### src/rtl/sta_pkg.sv
// Shared types, constants and arithmetic steps for the spherical triangle solid angle block.
// No dependencies; imported by sta_isqrt, sta_cordic and spherical_triangle_solid_angle.
package sta_pkg;

  // pipeline depth: stage 0 takes the input beat, the last stage is the output register
  localparam int NSTG     = 23;
  localparam int OUT_STG  = NSTG - 1;

  // angles with 30 fraction bits
  localparam logic [32:0] PI_Q30      = 33'd3373259426;
  localparam logic [32:0] HALF_PI_Q30 = 33'd1686629713;
  localparam logic [32:0] ROUND_HALF  = 33'd4096;

  // square root recurrence state
  typedef struct packed {
    logic [63:0] rem;
    logic [63:0] root;
  } sqrt_t;

  // CORDIC vector and angle
  typedef struct packed {
    logic signed [33:0] x;
    logic signed [33:0] y;
    logic signed [33:0] z;
  } cordic_t;

  // arctangent of 2^-i, 30 fraction bits, truncated
  function automatic logic signed [33:0] atan_step(input int i);
    logic signed [33:0] r;
    case (i)
      0: r = 34'sd843314856;
      1: r = 34'sd497837829;
      2: r = 34'sd263043836;
      3: r = 34'sd133525158;
      4: r = 34'sd67021686;
      5: r = 34'sd33543515;
      6: r = 34'sd16775850;
      7: r = 34'sd8388437;
      8: r = 34'sd4194282;
      9: r = 34'sd2097149;
      default: r = $signed(34'((64'd1 << (30 - i)) - 64'd1));
    endcase
    return r;
  endfunction

  // one digit of the bitwise square root, j counts from the top digit
  function automatic sqrt_t sqrt_iter(input sqrt_t s, input int j);
    sqrt_t       r;
    logic [63:0] bitv;
    logic [63:0] trial;
    bitv  = 64'd1 << (62 - 2 * j);
    trial = s.root + bitv;
    r = s;
    if (s.rem >= trial) begin
      r.rem  = s.rem - trial;
      r.root = (s.root >> 1) + bitv;
    end else begin
      r.root = s.root >> 1;
    end
    return r;
  endfunction

  // one vectoring rotation
  function automatic cordic_t cordic_iter(input cordic_t c, input int i);
    cordic_t            r;
    logic signed [33:0] xs;
    logic signed [33:0] ys;
    xs = c.x >>> i;
    ys = c.y >>> i;
    if (c.y > 0) begin
      r.x = c.x + ys;
      r.y = c.y - xs;
      r.z = c.z + atan_step(i);
    end else begin
      r.x = c.x - ys;
      r.y = c.y + xs;
      r.z = c.z - atan_step(i);
    end
    return r;
  endfunction

endpackage

### src/rtl/sta_isqrt.sv
// Pipelined rounded square root of (sq * 2^28): eight stages of four digits, one rounding stage.
// Depends on sta_pkg (sqrt_t, sqrt_iter).
module sta_isqrt (
  input  logic        clk,
  input  logic [8:0]  en,
  input  logic [35:0] sq,
  output logic [32:0] root
);
  import sta_pkg::*;

  sqrt_t st   [8];
  sqrt_t nxt  [8];

  // four digits per stage
  always_comb begin
    sqrt_t t;
    for (int k = 0; k < 8; k++) begin
      if (k == 0) begin
        t.rem  = {sq, 28'd0};
        t.root = 64'd0;
      end else begin
        t = st[k-1];
      end
      for (int j = 0; j < 4; j++) begin
        t = sqrt_iter(t, 4 * k + j);
      end
      nxt[k] = t;
    end
  end

  always_ff @(posedge clk) begin
    for (int k = 0; k < 8; k++) begin
      if (en[k]) begin
        st[k] <= nxt[k];
      end
    end
    // round half up on the remainder
    if (en[8]) begin
      root <= (st[7].rem > st[7].root) ? st[7].root[32:0] + 33'd1 : st[7].root[32:0];
    end
  end

endmodule

### config.mk
export PLATFORM = sky130hd
export DESIGN_NAME = sta_isqrt
export DESIGN_NICKNAME = d
export VERILOG_FILES = /design/src/rtl/sta_pkg.sv /design/src/rtl/sta_isqrt.sv
export SDC_FILE = /design/constraint.sdc
export NUM_CORES = 2
export LEC_CHECK = 0
export BUFFER_PORTS_ARGS = -buffer_cell sky130_fd_sc_hd__buf_2
export CORE_MARGIN = 2
export CORE_UTILIZATION = 55
export CTS_CLUSTER_DIAMETER = 150
export DETAILED_ROUTE_END_ITERATION = 8
export GPL_ROUTABILITY_DRIVEN = 0
export PLACE_DENSITY_LB_ADDON = 0.3
export SYNTH_ARGS = -nofsm -noshare
export SYNTH_HDL_FRONTEND = slang
export SYNTH_SLANG_ARGS = --single-unit
### constraint.sdc
create_clock -name clk -period 30.9 [get_ports clk]
set_clock_uncertainty 0.05 [all_clocks]
set_input_delay 6.18 -clock clk [delete_from_list [all_inputs] [get_ports clk]]
set_output_delay 6.18 -clock clk [all_outputs]
set_load 0.02 [all_outputs]
==> metrics list <==
* First-iteration detailed-routing DRC count: 6211
* Cell accounting for the most synthesized area: sky130_fd_sc_hd__edfxtp_1
- Setup violations remaining at the end of the flow were counted as 0.
- The mapped netlist covers ~63000 um2.
- Area occupied by multi-input gates: about 45000 um2
* Detailed-route wire length: approximately 190 mm
- From bottom edge to top edge, the die measures approximately 340 um.
* Post-synth EDFFs: 525
- For the final routed database, the setup TNS stands at 0 ns.
* Synthesized netlist net count: about 8500
* Endpoint type of the worst setup path: register
* Top cells by instance count after synthesis: sky130_fd_sc_hd__nor2_1, sky130_fd_sc_hd__nand2_1, sky130_fd_sc_hd__a21oi_1, sky130_fd_sc_hd__ha_1, sky130_fd_sc_hd__edfxtp_1
- TritonCTS built the clock tree.
- Area overhead of the layout relative to synthesis: 5.79%
- Maximum net fanout on the critical path: 55
- Post-synthesis sequential element count: roughly 530
- Routed length per placed instance: a little over 20 um
- Counting every instance in the synthesized netlist gives 7839.
- Clock input transition at the sequential cells of the worst setup and hold paths: 0.07 ns
- The clock passes through at most 3 buffers.
- The region available for standard cell placement spans 114000 um2.
- By instance count, the leading cell after synthesis is sky130_fd_sc_hd__nor2_1.
- The clock net in this run drives a total of approximately 530 sinks.
- Post-detailed-route count of antenna-violating nets: 0
- Worst setup path class: reg2reg
- Hpwl dp: roughly 150 mm
* Flip-flop cell with the highest count after synthesis: sky130_fd_sc_hd__edfxtp_1
- Cell chosen for the clock root: sky130_fd_sc_hd__clkbuf_16
- Worst endpoint required time: around 31 ns
- FF-to-FF setup slack: roughly 12 ns
- At the worst endpoint, the arrival time is 19.48 ns.
* # fillers: approximately 10000
- The first detailed-routing pass ran for 8 iterations.
- Total number of placement rows: roughly 120
- For this configuration, the core starts out at a cell density of 0.553.
- Via count of the first global-routing pass: ~57000
- Highest cell delay on the worst timing path: 0.87 ns
* H-tree lvl count: 2
- Using the TritonRoute via totals, the vias-per-cell ratio works out to around 6.5.
* Post-synth top area share: 0.250
* GRT Overall Usage: 0.307
- Synth top area cells: sky130_fd_sc_hd__edfxtp_1, sky130_fd_sc_hd__ha_1, sky130_fd_sc_hd__xnor2_1
- Post-CTS setup repair buffer count: 0
- Die Footprint: approximately 120000 um2
- Max-cap viol count: 0
- Hold Violations, Final: 0
- Global route total overflow: 0
* Total of buffers placed on input and output ports: approximately 80
* Io pins: slightly below 80
- For this run, the post-layout net count is approximately 8400.
- Flip-flop and latch area: between 15000 and 20000 um2
- Setup repair after global routing left no endpoint under its margin.
- Summing over every cut layer, the via total after detailed routing is between 60000 and 70000.
- The run finished with clean final reports.
- The slowest stage of the critical path is the sky130_fd_sc_hd__nor3_1 cell.
* Final Critical Period: 19.10 ns
* Die X: roughly 340 um
* Fraction of registers with async set or reset after synthesis: 0
* Class of the worst hold path: reg2reg
- Sequential share of the synthesized area: 0.250
* Pins Over Slew Limit: 0
* Number of distinct library cells after synthesis: 109
* Worst skew pair latency: about 0.68 ns
- Each instance of the synthesized netlist takes up on average about 8 um2.
* Count of instances resized after the clock tree is built: 0
* Maximum number of pins on one net before global-route repair: 76
* Maximum clock frequency: 0.0524 GHz
* Wire length of the first global-routing pass: between 200 and 300 mm
* Worst Setup Start Kind: register
- Number of synthesis warnings: 0
- Of the available clock period, the critical path in the final layout requires 0.618.
- Clock tree synthesis inserted a total of 60 buffers.
- Hold Slack: approximately 0.39 ns
* Slew at the pin closest to its max-slew limit: 1.25 ns
- Headroom to the max-slew limit came out at 0.158.
* Post-CTS Hold Fix Bufs: 0
* Number of antenna violations at the first check in global routing: 0
* Post-detailed-route DRC marker count: 0
- Share of cells above drive strength 1: 0.0582
[layout by cell type (no fill, tap or decap), drive strengths merged, types with 70 or more instances in the layout]
master,synthesis,layout
a211oi,82,82
a21o,221,221
a21oi,671,671
a31oi,81,81
buf,58,113
edfxtp,525,525
ha,574,574
inv,404,412
mux2,81,81
nand2,721,721
nand3,216,216
nand4,167,167
nor2,738,738
nor2b,79,79
nor3,236,236
nor4,164,164
o211ai,70,70
o21a,114,114
o21ai,461,461
o21bai,83,83
o31ai,85,85
or2,80,80
or3,107,107
xnor2,507,507
xor2,266,266
[worst max-delay path: cells and delay by family, from the launching register on]
| family | cells | cell delay, ns |
|---|---|---|
| compound gates | 33 | 9.50 |
| simple gates | 14 | 4.98 |
| buf+inv | 7 | 1.44 |
| fa+ha+maj | 6 | 1.90 |
| mux | 1 | 0.49 |
| flops | 1 | 0.41 |
[routing by layer]
layer | vias to the layer above | GRT usage | routed length [um]
met5 | - | 0 | 0
li1 | 29223 | - | -
met4 | 0 | 0.146 | 9790
met3 | 552 | 0.0411 | 14100
met2 | 2666 | 0.511 | 86700
met1 | 28609 | 0.394 | 77300
[per-stage QoR]
step | instances | cell area, um2 | setup WS [ns] | utilization
after CTS | 9344 | 66700 | 12.50 | 0.585
after global routing | 9344 | 66700 | 10.82 | 0.585
after floorplan | 7839 | 63100 | 15.24 | -
after detailed placement | 9232 | 64700 | 12.58 | 0.568
final | 9346 | 66700 | 11.80 | 0.585
after global placement | 9232 | 64700 | 12.92 | 0.568
[flip-flops by register name (all words and copies together), names as in the netlist]
name  count
st      492
root     33
[path summary, 6_finish.rpt]
path / from / end / depth (start not counted)
min reg2reg: st[1][290]$_DFFE_PP_ / st[1][414]$_DFFE_PP_ / 0
max: st[1][264]$_DFFE_PP_ / st[1][459]$_DFFE_PP_ / 61
max reg2reg: st[1][264]$_DFFE_PP_ / st[1][459]$_DFFE_PP_ / 61
min: st[1][290]$_DFFE_PP_ / st[1][414]$_DFFE_PP_ / 0
[layout make-up]
cell class              instances  share of cell area
multi-input cells            6673               0.672
well taps                    1512              0.0284
diodes                          2           0.0000750
repair buffers                113             0.00986
flip-flops and latches        525               0.236
inverters                     409              0.0230
clock buffers                  67              0.0229
clock inverters                45             0.00705
[logic make-up after synthesis]
group / count (synthesis) / share of synthesized area
AO/OA/AOI/OAI: 2265 / 0.232
XOR/XNOR: 773 / 0.107
adder cells (fa/ha/maj): 579 / 0.115
buffers and inverters: 641 / 0.0392
flip-flops: 525 / 0.250
multiplexers: 111 / 0.0196
AND/OR/NAND/NOR: 2945 / 0.236
Power is not shown: default switching activity piles up to over one toggle a cycle in this logic, so the estimate is an artifact.
